### src/rtl/tpiu_pkg.sv
`timescale 1ns / 1ps
// tpiu_pkg: shared types, constants and helpers of the tiled palette image unpacker
// no dependencies

package tpiu_pkg;

  localparam int TILE_W      = 6;
  localparam int TILE_SIZE   = 1 << TILE_W;
  localparam int TILES_W     = 10;
  localparam int MAX_TILES   = 1 << TILES_W;
  localparam int DIM_W       = 16;
  localparam int CNT_W       = TILES_W + 1;
  localparam int OFFSET_W    = 32;
  localparam int PAL_DEPTH   = 256;
  localparam int QUEUE_DEPTH = 2;
  localparam int CFG_IDX_W   = 2;

  typedef enum logic {
    OP_PALETTE = 1'b0,
    OP_PIXEL   = 1'b1
  } op_e;

  typedef enum logic [CFG_IDX_W-1:0] {
    REG_IMAGE_WIDTH  = 2'd0,
    REG_IMAGE_HEIGHT = 2'd1,
    REG_TILE_COLUMNS = 2'd2,
    REG_TILE_ROWS    = 2'd3
  } reg_e;

  typedef struct packed {
    logic [7:0] alpha;
    logic [7:0] blue;
    logic [7:0] green;
    logic [7:0] red;
  } rgba_t;

  typedef struct packed {
    logic [DIM_W-1:0] image_width;
    logic [DIM_W-1:0] image_height;
    logic [CNT_W-1:0] tile_columns;
    logic [CNT_W-1:0] tile_rows;
  } cfg_t;

  typedef struct packed {
    op_e              op;
    logic [7:0]       index;
    rgba_t            colour;
    logic [DIM_W-1:0] x;
    logic [DIM_W-1:0] y;
    logic             done;
  } cmd_t;

  // size of an edge tile: remainder, or a full tile when exact
  function automatic logic [TILE_W:0] edge_extent(logic [DIM_W-1:0] size);
    logic [TILE_W:0] ext;
    ext = (size[TILE_W-1:0] == '0) ? (TILE_W+1)'(TILE_SIZE) : {1'b0, size[TILE_W-1:0]};
    return ext;
  endfunction

  // tile count clamped to 1 .. MAX_TILES
  function automatic logic [CNT_W-1:0] clamp_tiles(logic [CNT_W-1:0] n);
    logic [CNT_W-1:0] c;
    if (n == '0) begin
      c = CNT_W'(1);
    end else if (n > CNT_W'(MAX_TILES)) begin
      c = CNT_W'(MAX_TILES);
    end else begin
      c = n;
    end
    return c;
  endfunction

endpackage

### src/rtl/tpiu_queue.sv
`timescale 1ns / 1ps
// tpiu_queue: short command queue between front and back
// uses tpiu_pkg for the command type

module tpiu_queue import tpiu_pkg::*; #(
  parameter int Depth = QUEUE_DEPTH
) (
  input  logic clk_i,
  input  logic rst_ni,
  input  logic wr_en_i,
  input  cmd_t wdata_i,
  input  logic rd_en_i,
  output cmd_t rdata_o,
  output logic full_o,
  output logic empty_o
);

  localparam int PtrW = (Depth > 1) ? $clog2(Depth) : 1;
  localparam int CntW = $clog2(Depth + 1);

  cmd_t            mem_q [Depth];
  logic [PtrW-1:0] wr_ptr_q, wr_ptr_d;
  logic [PtrW-1:0] rd_ptr_q, rd_ptr_d;
  logic [CntW-1:0] count_q, count_d;

  assign full_o  = (count_q == CntW'(Depth));
  assign empty_o = (count_q == '0);
  assign rdata_o = mem_q[rd_ptr_q];

  always_comb begin
    wr_ptr_d = wr_ptr_q;
    rd_ptr_d = rd_ptr_q;
    count_d  = count_q;
    if (wr_en_i) begin
      wr_ptr_d = (wr_ptr_q == PtrW'(Depth - 1)) ? '0 : wr_ptr_q + PtrW'(1);
    end
    if (rd_en_i) begin
      rd_ptr_d = (rd_ptr_q == PtrW'(Depth - 1)) ? '0 : rd_ptr_q + PtrW'(1);
    end
    if (wr_en_i && !rd_en_i) begin
      count_d = count_q + CntW'(1);
    end else if (!wr_en_i && rd_en_i) begin
      count_d = count_q - CntW'(1);
    end
  end

  always_ff @(posedge clk_i or negedge rst_ni) begin
    if (!rst_ni) begin
      wr_ptr_q <= '0;
      rd_ptr_q <= '0;
      count_q  <= '0;
    end else begin
      wr_ptr_q <= wr_ptr_d;
      rd_ptr_q <= rd_ptr_d;
      count_q  <= count_d;
    end
  end

  always_ff @(posedge clk_i) begin
    if (wr_en_i) begin
      mem_q[wr_ptr_q] <= wdata_i;
    end
  end

`ifndef SYNTHESIS
  a_count_bound: assert property (@(posedge clk_i) disable iff (!rst_ni)
    count_q <= CntW'(Depth))
    else $error("queue count beyond depth");

  a_no_read_empty: assert property (@(posedge clk_i) disable iff (!rst_ni)
    rd_en_i |-> count_q != '0)
    else $error("queue read while empty");

  a_no_write_full: assert property (@(posedge clk_i) disable iff (!rst_ni)
    wr_en_i |-> count_q != CntW'(Depth))
    else $error("queue write while full");

  a_count_up: assert property (@(posedge clk_i) disable iff (!rst_ni)
    (wr_en_i && !rd_en_i) |=> count_q == $past(count_q) + CntW'(1))
    else $error("queue count did not follow write");
`endif

endmodule

### config.mk
export PLATFORM = sky130hd
export DESIGN_NAME = tpiu_queue
export DESIGN_NICKNAME = d
export VERILOG_FILES = /design/src/rtl/tpiu_pkg.sv /design/src/rtl/tpiu_queue.sv
export SDC_FILE = /design/constraint.sdc
export NUM_CORES = 1
export LEC_CHECK = 0
export BUFFER_PORTS_ARGS = -buffer_cell sky130_fd_sc_hd__buf_2
export CORE_MARGIN = 3
export CORE_UTILIZATION = 54
export CTS_BUF_LIST = sky130_fd_sc_hd__clkbuf_4
export DETAILED_ROUTE_END_ITERATION = 10
export PLACE_DENSITY = 0.79
export SLEW_MARGIN = 20
export SYNTH_ARGS = -nofsm -noshare
export SYNTH_HDL_FRONTEND = slang
export SYNTH_SLANG_ARGS = --single-unit
export TNS_END_PERCENT = 20
### constraint.sdc
create_clock -name clk_i -period 4.9 [get_ports clk_i]
set_clock_uncertainty 0.15 [all_clocks]
set_input_delay 0.245 -clock clk_i [delete_from_list [all_inputs] [get_ports clk_i]]
set_output_delay 0.245 -clock clk_i [all_outputs]
set_load 0.01 [all_outputs]
* Word-level counts from Yosys, hierarchy flattened *
Memories as Yosys holds them, arrays and structs flattened.
Index checks and enable logic that the tools add are counted.

cells by class
  add/subtract/negate cells = 4
  eq/ne operators = 1
  multiplexer cells = 6
  reductions and logical operators = 6

operators by type and width
  operator                                                            number
  1-bit 2-to-1 mux                                                    4
  2-bit 2-to-1 mux                                                    2
  1-bit adder, second input constant                                  2
  2-bit by 1-bit adder with 2-bit output, second input constant       1
  2-bit equality test, second input constant                          1
  1-bit logical AND                                                   2
  1-bit zero test                                                     2
  2-bit zero test                                                     1
  2-bit nonzero test                                                  1
  2-bit by 1-bit subtractor with 2-bit output, second input constant  1

word-level totals
  register bits = 4
  bits in writable memories = 148
  input bits = 78
  output and inout port bits = 76
  word-level logic and storage cells = 21
  memories kept = 1

memories
  name   depth  width  read ports  clocked after Yosys merged registers in  write ports  line              source
  mem_q  2      74     1           0                                        1            tpiu_queue.sv:21  cmd_t mem_q [Depth];

* Longest topological paths before layout *
  depth after elaboration = 4
  gate-level depth with buffers = 5

* Worst setup path before layout *
No wires, ideal clock.

  path kind = reg-to-reg
  start = reg wr_ptr_q
  end = mem mem_q[0][0] (netlist name) (enable)
  setup time = 0.516 ns
  data arrival time = 3.686 ns
  setup slack = 0.548 ns
  stages on the path, launching flop included = 2
  path buffers = 0
  cells stage by stage = dfrtp_1 nor2b_1

RTL lines
  what                    line              source
  from (decl)             tpiu_queue.sv:22  logic [PtrW-1:0] wr_ptr_q, wr_ptr_d;
  from (signal assigned)  tpiu_queue.sv:53  wr_ptr_q <= wr_ptr_d;
  to (decl)               tpiu_queue.sv:21

No word-level cell before the write port.

==> results_tabular.tex <==
\begin{tabular}{lr}
\hline
Metric & Value \\
\hline
\multicolumn{2}{l}{\textbf{Setup path}} \\
Setup CP Type & reg -> out \\
Beginning of the worst register-to-register path & wr\_ptr\_q\$\_DFFE\_PN0P\_ \\
Endpoint of the worst register-to-register path & mem\_q[0][42]\$\_DFFE\_PP\_ \\
Data required time of the worst path & about 4500 ps \\
Endpoint type of the worst setup path & primary output \\
Kind of start point of the critical path & flop \\
CP Max Fanout & between 50 and 60 \\
Worst reg-to-reg setup slack & 2610 ps \\
Worst endpoint data arrival time & about 2600 ps \\
Worst r2r path cells & 2 \\
\multicolumn{2}{l}{\textbf{Power and ir drop}} \\
Clk pwr share & between 20\% and 30\% \\
Switching part of the total power & between 20 and 30\% \\
Pwr Total & 3.949 mW \\
Cell internal pwr & 2.851 mW \\
Relative contribution of combinational cells to total power & between 30\% and 40\% \\
Pwr Density & between 500 and 600 mW/mm\^{}2 \\
Lkg Pwr & 3.110 nW \\
Worst supply voltage drop on vdd & between 0.2 and 0.3 mV \\
Reported net switching power & 1.099 mW \\
Relative contribution of sequential cells to total power & approximately 48\% \\
\multicolumn{2}{l}{\textbf{Placed design}} \\
Estimated wirelength of the detail-placed design & around 6.2 mm \\
Cell count after placement & 526 \\
Placer congestion estimate & slightly below 0.7 \\
IO buf count & roughly 150 \\
\multicolumn{2}{l}{\textbf{Yosys}} \\
Number of flip-flops and latches in the synthesized netlist & 152 \\
Synthesized cell area & approximately 0.0057 mm\^{}2 \\
Yosys synthesis warning count & 0 \\
Sequential area share after synthesis & between 70\% and 80\% \\
Average cell area after synthesis & $\sim$23 um\^{}2 \\
Unique cell type count in the Yosys netlist & 13 \\
EDFF count, synth & approximately 150 \\
Leading cell types by count after synthesis & sky130\_fd\_sc\_hd\_\_edfxtp\_1, sky130\_fd\_sc\_hd\_\_mux2\_4, sky130\_fd\_sc\_hd\_\_mux2\_2 \\
Most frequently used cell type in the post-synthesis netlist & sky130\_fd\_sc\_hd\_\_edfxtp\_1 \\
Synthesized netlist net count & 325 \\
Cells after Synth & about 250 \\
Dominant synthesized flop cell & sky130\_fd\_sc\_hd\_\_edfxtp\_1 \\
Area leader, netlist & sky130\_fd\_sc\_hd\_\_edfxtp\_1 \\
FFs w/ async S/R, synth & 2.632\% \\
Post-synth top area share & around 78\% \\
Leading cell types by total area after synthesis & sky130\_fd\_sc\_hd\_\_edfxtp\_1, sky130\_fd\_sc\_hd\_\_mux2\_4, sky130\_fd\_sc\_hd\_\_mux2\_2 \\
\multicolumn{2}{l}{\textbf{Die}} \\
Starting density of the core & about 57\% \\
Count of boundary I/O pins & approximately 150 \\
Die area & between 0.01 and 0.015 mm\^{}2 \\
Std-Cell Core Area & roughly 0.010 mm\^{}2 \\
Horiz. Die Dim & 109.0 um \\
Number of core rows & 36 \\
Die boundary height & about 110 um \\
\multicolumn{2}{l}{\textbf{Global route}} \\
Vias in the first global route & 3332 \\
Remaining global-route overflow & 0 \\
Global-route wire length before repair & roughly 16 mm \\
Antenna violations before repair & 0 \\
Global routing usage summed across all routing layers & approximately a fifth \\
Pin count of the biggest net entering global routing & 75 \\
\multicolumn{2}{l}{\textbf{CTS}} \\
Number of buffers inserted during clock tree synthesis & 17 \\
Gates resized, CTS repair & 0 \\
Number of H-tree levels & 4 \\
Sinks on the clock net & between 150 and 200 \\
Insertion delay to the later sink of the worst-skew pair & 500 ps \\
Root Driver & sky130\_fd\_sc\_hd\_\_clkbuf\_4 \\
Number of buffers between clock root and the deepest sink & 2 \\
CTS tree & built \\
Clock-pin slew on the worst setup and hold paths & approximately 110 ps \\
\multicolumn{2}{l}{\textbf{STA}} \\
Final count of pins violating max slew & 0 \\
Post-layout min period & 2949 ps \\
Final setup vio count & 0 \\
Setup repair after global routing missed its margin & false \\
Total negative slack & 0 ps \\
Actual transition at the worst max-transition pin & $\sim$1000 ps \\
Period utilization & around 60\% \\
Highest Clock Rate & 339.1 MHz \\
Hold violation count in the final report & 0 \\
Relative slew slack & 33.60\% \\
\multicolumn{2}{l}{\textbf{Route}} \\
Wirelength, routed & 10.68 mm \\
Detailed Route Iter0 Violations & $\sim$120 \\
1st-pass router iterations & 4 \\
Residual DRC count & 0 \\
Post-detailed-route via-to-cell ratio & about 4.9 \\
Final routed wire length divided by cell count & about 17 um \\
Remaining antenna violation count & 0 \\
Via total after detailed routing & roughly 3100 \\
\multicolumn{2}{l}{\textbf{Worst hold path}} \\
Cell depth of the worst min-delay path & 3 \\
Endpoint, Worst Hold & rd\_ptr\_q\$\_DFFE\_PN0P\_ \\
Min-Delay Path Class & in -> reg \\
Worst hold path startpoint & rd\_en\_i \\
\multicolumn{2}{l}{\textbf{Cells and area}} \\
Footprint of the flip-flops and latches & around 0.0045 mm\^{}2 \\
Nets & about 570 \\
Antenna Cells & 0 \\
Fraction of final layout cells with drive strength greater than 1 & between 50\% and 60\% \\
Fill cell total of the finished layout & roughly 560 \\
Layout-stage area growth over the synthesis result & 34.92\% \\
Combined area of the multi-input logic cells & roughly 0.0011 mm\^{}2 \\
Final instance count without filler cells & 636 \\
\multicolumn{2}{l}{\textbf{Outcome}} \\
Status & completed \\
\multicolumn{2}{l}{\textbf{Job}} \\
Max cap viols & 0 \\
\hline
\end{tabular}
[routing by layer]
layer / wire [um] / vias to the layer above / global-route usage, % / share of wire [%]
met5: 0 / - / 0 / 0
met4: 176 / 0 / 7.665 / 1.6
met3: 792 / 17 / 7.223 / 7.4
met2: 5595 / 132 / 33.33 / 52
met1: 4111 / 1502 / 20.21 / 39
li1: - / 1462 / - / -
[how the worst max path moves through the flow]
stage	from	endpoint	slack, ps	cells after the start
2_1_floorplan	wr_ptr_q$_DFFE_PN0P_	mem_q[0][0]$_DFFE_PP_	550	1
3_3_place_gp	rd_ptr_q$_DFFE_PN0P_	rdata_o[60]	2450	3
3_5_place_dp	rd_ptr_q$_DFFE_PN0P_	rdata_o[58]	2450	3
4_1_cts	rd_ptr_q$_DFFE_PN0P_	rdata_o[58]	1830	3
5_1_grt	rd_ptr_q$_DFFE_PN0P_	rdata_o[52]	1750	3
6_report	rd_ptr_q$_DFFE_PN0P_	rdata_o[60]	1950	3
[per-stage QoR]
step                utilization, %  setup WS (ps)  instance area, um^2  hold WS, ps
floorplan                        -          548.0                 5729       -200.6
global placement             65.83           2453                 6613       -94.13
detailed placement           65.83           2447                 6613       -92.17
CTS                          76.96           1835                 7730        238.4
global route                 76.96           1753                 7730        238.8
finish                       76.96           1951                 7730        297.9
[power groups by stage]
stage	sequential [mW]	combinational [mW]	clock, mW
2_1_floorplan	1.82	0.883	0
3_3_place_gp	1.92	1.13	0
3_5_place_dp	1.93	1.14	0
4_1_cts	1.90	1.20	0.888
5_1_grt	1.93	1.27	0.950
6_report	1.90	1.18	0.869
[critical path, cell delays in order (launching register included)]
cell and delay [ps]:
sky130_fd_sc_hd__dfrtp_4 990, sky130_fd_sc_hd__buf_4 520, sky130_fd_sc_hd__mux2_2 380, sky130_fd_sc_hd__buf_2 140
[flip-flops by register name (all words and copies together), names as in the netlist]
register	cells
rd_ptr_q	1
count_q	2
wr_ptr_q	1
mem_q	148
[layout make-up]
type | count | share of cell area, %
Multi-Input combinational cell | 85 | 14.41
Inverter | 1 | 0.04856
Timing Repair Buffer | 233 | 20.20
Clock inverter | 11 | 2.315
Sequential cell | 152 | 58.84
Tap cell | 133 | 2.153
Clock buffer | 21 | 2.039
[cell families (layout without fill, tap and decap cells)]
family / count (synthesis) / after routing / synth area share (%)
xor gates and xnor gates: 5 / 5 / 0.7643
adders and majority gates: 1 / 1 / 0.2184
buffers and inverters: 9 / 266 / 1.419
DFF: 152 / 152 / 79.32
muxes: 74 / 74 / 17.82
and+or+nand+nor: 5 / 5 / 0.4587
[layout by cell type (no fill, tap or decap), types with 2 or more instances in the layout]
cell,instances
sky130_fd_sc_hd__clkinv_1,3
sky130_fd_sc_hd__dfrtp_1,3
sky130_fd_sc_hd__mux2_2,24
sky130_fd_sc_hd__mux2_4,50
sky130_fd_sc_hd__bufinv_16,5
sky130_fd_sc_hd__clkinv_2,2
sky130_fd_sc_hd__nor2_1,2
sky130_fd_sc_hd__edfxtp_1,148
sky130_fd_sc_hd__buf_2,153
sky130_fd_sc_hd__dlygate4sd3_1,78
sky130_fd_sc_hd__xor2_1,4
sky130_fd_sc_hd__buf_4,2
sky130_fd_sc_hd__clkbuf_4,21
[repair_timing]
item                      4_1_cts  5_1_grt
hold endpoints to repair      155        0
hold buffers                   78        0
setup buffers                   0        0
Note: power is estimated with default switching activity, not from simulation.
