<file path="src/rtl/tpiu_pkg.sv">
`timescale 1ns / 1ps
// tpiu_pkg: shared types, constants and helpers of the tiled palette image unpacker
// no dependencies

package tpiu_pkg;

  localparam int TILE_W      = 6;
  localparam int TILE_SIZE   = 1 << TILE_W;
  localparam int TILES_W     = 10;
  localparam int MAX_TILES   = 1 << TILES_W;
  localparam int DIM_W       = 16;
  localparam int CNT_W       = TILES_W + 1;
  localparam int OFFSET_W    = 32;
  localparam int PAL_DEPTH   = 256;
  localparam int QUEUE_DEPTH = 2;
  localparam int CFG_IDX_W   = 2;

  typedef enum logic {
    OP_PALETTE = 1'b0,
    OP_PIXEL   = 1'b1
  } op_e;

  typedef enum logic [CFG_IDX_W-1:0] {
    REG_IMAGE_WIDTH  = 2'd0,
    REG_IMAGE_HEIGHT = 2'd1,
    REG_TILE_COLUMNS = 2'd2,
    REG_TILE_ROWS    = 2'd3
  } reg_e;

  typedef struct packed {
    logic [7:0] alpha;
    logic [7:0] blue;
    logic [7:0] green;
    logic [7:0] red;
  } rgba_t;

  typedef struct packed {
    logic [DIM_W-1:0] image_width;
    logic [DIM_W-1:0] image_height;
    logic [CNT_W-1:0] tile_columns;
    logic [CNT_W-1:0] tile_rows;
  } cfg_t;

  typedef struct packed {
    op_e              op;
    logic [7:0]       index;
    rgba_t            colour;
    logic [DIM_W-1:0] x;
    logic [DIM_W-1:0] y;
    logic             done;
  } cmd_t;

  // size of an edge tile: remainder, or a full tile when exact
  function automatic logic [TILE_W:0] edge_extent(logic [DIM_W-1:0] size);
    logic [TILE_W:0] ext;
    ext = (size[TILE_W-1:0] == '0) ? (TILE_W+1)'(TILE_SIZE) : {1'b0, size[TILE_W-1:0]};
    return ext;
  endfunction

  // tile count clamped to 1 .. MAX_TILES
  function automatic logic [CNT_W-1:0] clamp_tiles(logic [CNT_W-1:0] n);
    logic [CNT_W-1:0] c;
    if (n == '0) begin
      c = CNT_W'(1);
    end else if (n > CNT_W'(MAX_TILES)) begin
      c = CNT_W'(MAX_TILES);
    end else begin
      c = n;
    end
    return c;
  endfunction

endpackage

</file>
<file path="src/rtl/tpiu_front.sv">
`timescale 1ns / 1ps
// tpiu_front: accepts input words, walks the tile and pixel counters and
// forms one command per word for the queue; uses tpiu_pkg

module tpiu_front import tpiu_pkg::*; (
  input  logic       clk_i,
  input  logic       rst_ni,
  input  cfg_t       cfg_i,
  input  logic       push,
  input  logic       q_full_i,
  input  logic       op_i,
  input  logic [7:0] entry_index_i,
  input  logic [7:0] entry_red_i,
  input  logic [7:0] entry_green_i,
  input  logic [7:0] entry_blue_i,
  input  logic [7:0] entry_alpha_i,
  input  logic [7:0] pixel_index_i,
  output logic       q_wr_en_o,
  output cmd_t       q_wdata_o
);

  logic [TILES_W-1:0] tile_col_q, tile_col_d;
  logic [TILES_W-1:0] tile_row_q, tile_row_d;
  logic [TILE_W-1:0]  col_q, col_d;
  logic [TILE_W-1:0]  row_q, row_d;

  logic [CNT_W-1:0] cols, rows, tcol_inc, trow_inc;
  logic [TILE_W:0]  bw, bh, col_inc, row_inc;
  logic             last_col, last_row, col_wrap, row_wrap;
  logic             accept, is_pixel;
  op_e              op;

  assign op       = op_e'(op_i);
  assign accept   = push && !q_full_i;
  assign is_pixel = (op == OP_PIXEL);

  always_comb begin
    cols     = clamp_tiles(cfg_i.tile_columns);
    rows     = clamp_tiles(cfg_i.tile_rows);
    last_col = {1'b0, tile_col_q} >= (cols - CNT_W'(1));
    last_row = {1'b0, tile_row_q} >= (rows - CNT_W'(1));
    bw       = last_col ? edge_extent(cfg_i.image_width)  : (TILE_W+1)'(TILE_SIZE);
    bh       = last_row ? edge_extent(cfg_i.image_height) : (TILE_W+1)'(TILE_SIZE);
    col_inc  = {1'b0, col_q} + (TILE_W+1)'(1);
    row_inc  = {1'b0, row_q} + (TILE_W+1)'(1);
    col_wrap = col_inc >= bw;
    row_wrap = row_inc >= bh;
    tcol_inc = {1'b0, tile_col_q} + CNT_W'(1);
    trow_inc = {1'b0, tile_row_q} + CNT_W'(1);
  end

  always_comb begin
    col_d      = col_q;
    row_d      = row_q;
    tile_col_d = tile_col_q;
    tile_row_d = tile_row_q;
    if (accept && is_pixel) begin
      if (!col_wrap) begin
        col_d = col_inc[TILE_W-1:0];
      end else begin
        col_d = '0;
        if (!row_wrap) begin
          row_d = row_inc[TILE_W-1:0];
        end else begin
          row_d = '0;
          if (tcol_inc < cols) begin
            tile_col_d = tcol_inc[TILES_W-1:0];
          end else begin
            tile_col_d = '0;
            tile_row_d = (trow_inc < rows) ? trow_inc[TILES_W-1:0] : '0;
          end
        end
      end
    end
  end

  always_ff @(posedge clk_i or negedge rst_ni) begin
    if (!rst_ni) begin
      tile_col_q <= '0;
      tile_row_q <= '0;
      col_q      <= '0;
      row_q      <= '0;
    end else begin
      tile_col_q <= tile_col_d;
      tile_row_q <= tile_row_d;
      col_q      <= col_d;
      row_q      <= row_d;
    end
  end

  always_comb begin
    q_wdata_o.op           = op;
    q_wdata_o.index        = is_pixel ? pixel_index_i : entry_index_i;
    q_wdata_o.colour.alpha = entry_alpha_i;
    q_wdata_o.colour.blue  = entry_blue_i;
    q_wdata_o.colour.green = entry_green_i;
    q_wdata_o.colour.red   = entry_red_i;
    q_wdata_o.x            = {tile_col_q, col_q};
    q_wdata_o.y            = {tile_row_q, row_q};
    q_wdata_o.done         = last_col && last_row && col_wrap && row_wrap;
  end

  assign q_wr_en_o = accept;

endmodule

</file>
<file path="config.mk">
export PLATFORM = sky130hd
export DESIGN_NAME = tpiu_front
export DESIGN_NICKNAME = d
export VERILOG_FILES = /design/src/rtl/tpiu_pkg.sv /design/src/rtl/tpiu_front.sv
export SDC_FILE = /design/constraint.sdc
export NUM_CORES = 1
export LEC_CHECK = 0
export BUFFER_PORTS_ARGS = -buffer_cell sky130_fd_sc_hd__buf_2
export CAP_MARGIN = 30
export CORE_MARGIN = 2
export CORE_UTILIZATION = 48
export DETAILED_ROUTE_END_ITERATION = 16
export GPL_ROUTABILITY_DRIVEN = 0
export PLACE_DENSITY = 0.82
export SYNTH_ARGS = -nofsm -noshare
export SYNTH_HDL_FRONTEND = slang
export SYNTH_SLANG_ARGS = --single-unit
</file>
<file path="constraint.sdc">
create_clock -name clk_i -period 5.2 [get_ports clk_i]
set_input_delay 0.26 -clock clk_i [delete_from_list [all_inputs] [get_ports clk_i]]
set_output_delay 0.26 -clock clk_i [all_outputs]
set_load 0.1 [all_outputs]
</file>
---- Word level (Yosys, flattened, before mapping) ----
Cells that the tools add are included.
word-level totals
  register bits after elaboration ......... 32
  input port bits ......................... 107
  output and inout bits ................... 75
  word-level logic and storage cells ...... 45
cells by class
  add/subtract/negate cells ............... 6
  order comparisons ....................... 8
  multiplexer cells ....................... 13
  bitwise gates (word level) .............. 1
  reduce and logical (&&, ||, !) cells .... 13
operator list
  operator               number
  $mux 11                4
  $mux 7                 4
  $add 10x1->11 const B  2
  $ge 10x11->1           2
  $gt 11x11->1 const B   2
  $logic_not 11->1       2
  $lt 11x11->1           2
  $sub 11x1->11 const B  2
  $mux 10                2
  $add 6x1->7 const B    2
  $ge 7x7->1             2
  $logic_not 6->1        2
  $mux 6                 2
  $mux 8                 1
  $logic_and 1x1->1      5
  $reduce_and 4->1       1
  $reduce_and 3->1       1
  $reduce_and 2->1       1
  $logic_not 1->1        1
  $not 1->1              1

---- Longest topological paths before layout ----
Gate-level depths: netlist of run 1.
  depth after elaboration ................. 9
  gate-level depth with buffers ........... 22
  gate-level depth less buffers ........... 21

---- Worst setup path after synthesis of run 1 ----
Ideal clock, no wire load.
  path kind ............................... in2out
  from .................................... in cfg_i[3] (netlist bit)
  to ...................................... out q_wdata_o[0] (netlist bit)
  arrival time ............................ 4.828 ns
  required time ........................... 4.940 ns
  slack ................................... 0.112 ns
  cell stages on the path ................. 18
  path buffers ............................ 0
  path through ............................ or4_4 > or4b_4 > nor2_1 > o21ai_0 > ha_1 > nand3_1 > o21ai_0 > a22o_1 > ha_1 > o21a_1 > o22ai_1 > a41o_1 > a21oi_1 > nand2_1 > ha_1 > nand4_1 > o31ai_2 > and4_1
RTL lines
  what         line              RTL
  from (decl)  tpiu_front.sv:8   input cfg_t cfg_i,
  to (decl)    tpiu_front.sv:19  output cmd_t q_wdata_o

==> impl_metrics.env, run 1 <==
export IMPL_tns_ns=0
export IMPL_status="finished, final reports clean"
export IMPL_cellPowerDensity_nw_per_um2=179
export IMPL_first_iter_violations=230
export IMPL_die_h_um=94.4
export IMPL_vias_per_cell=5.83
export IMPL_rsz0062_at_grt="false"
export IMPL_yosys_warnings=0
export IMPL_power_total_w=0.000804
export IMPL_gr_usage_all_layers=0.217
export IMPL_via_count=3867
export IMPL_peakVddDrop_uv=266
export IMPL_clockBufferDepth=2
export IMPL_maxCapViolCount=0
export IMPL_path_max_fanout=7
export IMPL_rows=32
export IMPL_ys_ff_latch=32
export IMPL_numPortBuffers=97
export IMPL_cts_buffers=5
export IMPL_seq_area_frac_synth=0.204
export IMPL_core_um2=7810
export IMPL_rr_startpoint="tile_col_q[0]"
export IMPL_fp_dieArea_um2=8900
export IMPL_diodes=0
export IMPL_finalCriticalPeriod_ns=4.99
export IMPL_dr_pass1_iters=5
export IMPL_worst_r2r_path_depth=17
export IMPL_wirelength_um=9650
export IMPL_clockRootBuffer="clkbuf_8"
export IMPL_clk_pin_slew_ns=0.06
export IMPL_p_leak_nw=2.25
export IMPL_die_x_um=94.4
export IMPL_clk_latency_ns=0.28
export IMPL_wire_per_inst_um=14.5
export IMPL_synth_area_per_cell_um2=8.08
export IMPL_areaGrowthSynthToFinish_pct=14.7
export IMPL_regToRegEndpoint="tile_row_q[1]"
export IMPL_critPathKind="input port to primary output"
export IMPL_grt_pass1_vias=3561
export IMPL_async_flop_share=1.00
export IMPL_multi_input_area_um2=2800
export IMPL_clock_fmax_mhz=200
export IMPL_syn_inst=485
export IMPL_timing_final_hold_violations=0
export IMPL_hp_class="input port to async pin"
export IMPL_postCtsHoldBufs=0
export IMPL_crit_arrival_ns=4.73
export IMPL_syn_area_um2=3920
export IMPL_htreeDepth=2
export IMPL_nNetsFinal=730
export IMPL_cp_required_ns=4.94
export IMPL_grt_max_degree=33
export IMPL_setup_violations=0
export IMPL_yosys_cell_types_count=56
export IMPL_rrSetupSlack_ns=1.38
export IMPL_synth_edf_count=0
export IMPL_period_share=0.961
export IMPL_clock_sinks=32
export IMPL_cp_start_kind="input port"
export IMPL_start_util=0.502
export IMPL_ios=182
export IMPL_drc=0
export IMPL_antenna_left=0
export IMPL_dp_hpwl_um=7670
export IMPL_max_slew_margin=0.518
export IMPL_nFillCells=684
export IMPL_tritoncts="done"
export IMPL_skew_ns=0.00627
export IMPL_synth_nets=654
export IMPL_regArea_um2=801
export IMPL_grt_overflow_total=0
export IMPL_end_kind="primary output"
export IMPL_synth_ff_type="dfrtp_1"
export IMPL_antenna_found_initial=0
export IMPL_drive_gt1_frac=0.260
export IMPL_worst_pin_slew_ns=0.724
export IMPL_finalMaxSlewViolations=0
export IMPL_grt_pass1_wl_um=15800
## cells in the mapped netlist, drive strengths merged (4+ instances only)
cell / instances / area, um^2
nand2: 69 / 267
ha: 62 / 776
o21ai: 50 / 250
buf: 39 / 277
dfrtp: 32 / 801
nor2: 24 / 90.1
nand3: 23 / 115
xnor2: 21 / 184
inv: 14 / 52.6
nor3: 14 / 70.1
xor2: 13 / 114
and3: 11 / 68.8
nand2b: 11 / 68.8
a21oi: 10 / 50.1
mux2: 8 / 90.1
a211oi: 6 / 50.1
clkbuf: 6 / 22.5
o21a: 6 / 45.0
a21o: 5 / 37.5
o211ai: 5 / 37.5
or4: 5 / 41.3
and2: 4 / 25.0
nor2b: 4 / 25.0
nor4: 4 / 25.0
## area by class of cell
cell class,count,area share
clock buffers,6,0.0161
clock inverters,1,0.00111
inverters,14,0.0117
multi-input cells,394,0.622
flip-flops and latches,32,0.178
well taps,102,0.0284
repair buffers,114,0.143
## worst max-delay path: stages
cell and delay (ns):
buf_2 0.13, or4_4 0.55, or4b_4 0.54, nor2_2 0.10, o21ai_1 0.08, ha_2 0.26, nand3_1 0.09, xnor2_1 0.13
ha_1 0.26, a21o_1 0.18, a211o_1 0.31, o221ai_2 0.15, a21oi_2 0.08, buf_4 0.16, and2_1 0.15, ha_1 0.26
nand2b_1 0.11, a211oi_2 0.08, o31ai_2 0.27, buf_4 0.17, and4_4 0.23, buf_12 0.17
## per-layer routing
| metal | routed length, um | share of wire | vias up | GRT usage |
|---|---|---|---|---|
| met5 | 0 | 0 | - | 0 |
| met3 | 513 | 0.053 | 19 | 0.0383 |
| met2 | 4930 | 0.51 | 144 | 0.393 |
| met4 | 157 | 0.016 | 0 | 0.0676 |
| li1 | - | - | 1878 | - |
| met1 | 4050 | 0.42 | 1826 | 0.261 |
## worst max path at each step
stage	from	to	slack [ns]	cells past startpoint
after floorplan	cfg_i[3]	q_wdata_o[0]	0.11	18
after global placement	cfg_i[3]	tile_row_q[0]	0.10	22
after detailed placement	cfg_i[3]	tile_row_q[0]	-0.01	21
after CTS	cfg_i[3]	q_wdata_o[0]	0.002	22
after global routing	cfg_i[3]	q_wdata_o[0]	0.007	22
final	cfg_i[3]	q_wdata_o[0]	0.21	22
## placed cells by master, fill, tap and decap left out, types with 3 or more instances in the layout
cell type | synthesis | final
buf_2 | 5 | 96
nand2_1 | 68 | 68
ha_1 | 62 | 61
o21ai_0 | 48 | 47
dfrtp_1 | 32 | 32
nor2_1 | 24 | 23
nand3_1 | 23 | 22
xnor2_1 | 21 | 21
buf_4 | 33 | 16
inv_1 | 14 | 14
nor3_1 | 14 | 14
xor2_1 | 13 | 13
nand2b_1 | 11 | 11
and3_1 | 11 | 10
a21oi_1 | 10 | 9
mux2_2 | 8 | 8
o21a_1 | 6 | 6
o211ai_1 | 5 | 5
a21o_1 | 5 | 5
clkbuf_8 | 0 | 5
nor4_1 | 4 | 4
a211oi_1 | 5 | 4
and2_1 | 4 | 4
or4_1 | 4 | 4
nor2b_1 | 4 | 4
or2_2 | 3 | 3
o21ai_1 | 2 | 3
a211o_1 | 3 | 3
## cells by family (layout without fill, tap and decap cells)
kind of cell | after synthesis | in the layout | synth area share
buf+inv | 59 | 135 | 0.0897
xor+xnor | 34 | 34 | 0.0760
compound gates | 110 | 110 | 0.184
simple gates | 180 | 180 | 0.225
fa+ha+maj | 62 | 62 | 0.198
mux | 8 | 8 | 0.0230
flops | 32 | 32 | 0.204
## report_power, final
group	internal, W	switching [W]	total [W]	leakage [nW]
Combinational	0.0000940	0.000243	0.000337	1.78
Clock	0.0000909	0.0000905	0.000181	0.0410
Sequential	0.000262	0.0000228	0.000285	0.427
## per-stage QoR
stage	std cells	setup slack (ns)	utilization	hold slack [ns]	area, um^2
floorplan	485	0.112	-	-0.0356	3920
global route	663	0.00734	0.576	0.0803	4490
detailed placement	650	-0.0112	0.556	0.360	4340
global placement	650	0.105	0.556	0.346	4340
CTS	657	0.00156	0.566	0.0503	4420
finish	663	0.205	0.576	0.0305	4490
## registers in the layout, summed over array words and instances (netlist names)
name        flops
tile_col_q     10
tile_row_q     10
col_q           6
row_q           6
## timing repair
action                     4_1_cts  5_1_grt
gates resized for setup          0        9
setup endpoints to repair        0       10
buffers inserted                 0        6
No activity file was read; power rests on OpenSTA's default activity.
==> inputs of run 2 (changes only) <==
--- a/config.mk
+++ b/config.mk
@@ -11,6 +11,7 @@
 export CORE_UTILIZATION = 48
 export DETAILED_ROUTE_END_ITERATION = 16
 export GPL_ROUTABILITY_DRIVEN = 0
+export GPL_TIMING_DRIVEN = 0
 export PLACE_DENSITY = 0.82
 export SYNTH_ARGS = -nofsm -noshare
 export SYNTH_HDL_FRONTEND = slang
==> impl_metrics.env, run 2 (synthesis results as in run 1) <==
export IMPL_dr_pass1_iters=5
export IMPL_p_int_w=0.000522
export IMPL_fp_dieArea_um2=8900
export IMPL_numPortBuffers=128
export IMPL_start_util=0.502
export IMPL_power_switching_share=0.472
export IMPL_whs_ns=0.0191
export IMPL_peakVddDrop_uv=273
export IMPL_hp_class="input port to async pin"
export IMPL_drive_gt1_frac=0.330
export IMPL_clk_pin_slew_ns=0.07
export IMPL_seq_power_share=0.290
export IMPL_finalMaxSlewViolations=0
export IMPL_p_comb_frac=0.470
export IMPL_critPathKind="input port to primary output"
export IMPL_nNetsFinal=793
export IMPL_worst_pin_slew_ns=0.763
export IMPL_maxCapViolCount=0
export IMPL_grt_max_degree=33
export IMPL_layout_common_cells="132 x buf_2, 68 x nand2_1, 61 x ha_1, 47 x o21ai_0, 37 x buf_4"
export IMPL_cp_start_kind="input port"
export IMPL_drc=0
export IMPL_finalCriticalPeriod_ns=5.01
export IMPL_grt_overflow_total=0
export IMPL_place_inst=715
export IMPL_clock_fmax_mhz=200
export IMPL_setup_violations=0
export IMPL_first_iter_violations=187
export IMPL_clockBufferDepth=2
export IMPL_die_h_um=94.4
export IMPL_wirelength_um=10300
export IMPL_grt_pass1_wl_um=16400
export IMPL_cts_buffers=5
export IMPL_core_um2=7810
export IMPL_diodes=0
export IMPL_rows=32
export IMPL_die_x_um=94.4
export IMPL_cellPowerDensity_nw_per_um2=202
export IMPL_biggestRegsByFlops="tile_col_q: 10 flops, tile_row_q: 10 flops"
export IMPL_layout_commonest_cell="buf_2"
export IMPL_via_count=4095
export IMPL_clockRootBuffer="clkbuf_8"
export IMPL_cp_required_ns=4.94
export IMPL_crit_arrival_ns=4.75
export IMPL_instances_no_fill=727
export IMPL_clock_sinks=32
export IMPL_areaGrowthSynthToFinish_pct=25.0
export IMPL_dp_hpwl_um=8200
export IMPL_clockPowerShare=0.240
export IMPL_path_max_fanout=7
export IMPL_period_share=0.964
export IMPL_nFillCells=673
export IMPL_wire_per_inst_um=14.2
export IMPL_end_kind="primary output"
export IMPL_antenna_left=0
export IMPL_vias_per_cell=5.63
export IMPL_p_switching_w=0.000467
export IMPL_max_slew_margin=0.478
export IMPL_grt_pass1_vias=3817
export IMPL_postCtsHoldBufs=0
export IMPL_tritoncts="done"
export IMPL_gr_usage_all_layers=0.225
export IMPL_skew_ns=0.00423
export IMPL_status="finished, final reports clean"
export IMPL_ios=182
export IMPL_p_leak_nw=2.51
export IMPL_clk_latency_ns=0.28
export IMPL_timing_final_hold_violations=0
export IMPL_htreeDepth=2
export IMPL_antenna_found_initial=0
[run 2: cell count changes in the layout (fill, tap and decap cells not counted), moves of 2 or more]
cell / change
buf_12: -2
clkbuf_1: +4
buf_4: +21
buf_2: +36
[run 2: cell type report]
type	count	area [um^2]	share of cell area
tap	102	128	0.0261
timing repair buffer	132	681	0.139
multi-input combinational	394	2820	0.577
clock buffer	5	68.8	0.0141
clock inverter	3	42.5	0.00869
buffer	45	300	0.0613
inverter	14	52.6	0.0107
sequential	32	801	0.164
[run 2: worst paths after layout]
kind                                     from             to  slack [ns]  cells past startpoint
min in group clk_i                   q_full_i       col_q[5]        0.48                      4
worst min register to register       row_q[1]       row_q[1]        0.58                      2
worst max register to register  tile_row_q[0]  tile_row_q[6]        1.30                     14
worst min-delay path                   rst_ni       row_q[1]        0.02                      1
max in group asynchronous              rst_ni  tile_col_q[8]        4.72                      1
worst max-delay path                 cfg_i[3]   q_wdata_o[0]        0.19                     19
[run 2: routing by layer]
metal	GRT usage	routed length, um
met5	0	0
met4	0.0713	141
met3	0.0375	660
met1	0.272	4280
met2	0.407	5250
[run 2: repair_timing]
action,4_1_cts,5_1_grt
pin swaps,1,4
setup endpoints to repair,21,27
gates resized for setup,5,12
gates cloned,0,0
buffers inserted,0,4
[run 2: worst max-delay path, stage by stage]
cell and delay (ns):
buf_2 0.13, or4_4 0.56, or4b_4 0.53, nor2_1 0.11, o21ai_1 0.11, ha_2 0.27, nand3_1 0.09, xnor2_1 0.12
ha_1 0.26, a21o_1 0.18, a211o_1 0.30, o221ai_2 0.23, a21oi_4 0.13, o31a_1 0.14, ha_1 0.30, nand4_1 0.16
o31ai_4 0.37, and4_1 0.28, buf_8 0.21
[run 2: power groups by stage]
stage          clock network (W)  logic [W]  registers, W
2_1_floorplan                  0   0.000271      0.000383
3_5_place_dp                   0   0.000460      0.000289
5_1_grt                 0.000259   0.000491      0.000287
4_1_cts                 0.000242   0.000462      0.000285
6_report                0.000237   0.000465      0.000286
3_3_place_gp                   0   0.000450      0.000288
[run 2: per-stage QoR]
step	TNS (ns)	setup WS [ns]	util	power, W	cell area, um^2
2_1_floorplan	0	0.112	-	0.000654	3920
3_3_place_gp	-8.03	-0.510	0.600	0.000738	4690
3_5_place_dp	-9.86	-0.597	0.600	0.000749	4690
4_1_cts	0	0.00774	0.618	0.000988	4820
5_1_grt	-0.0388	-0.0352	0.627	0.00104	4900
6_report	0	0.189	0.627	0.000989	4900
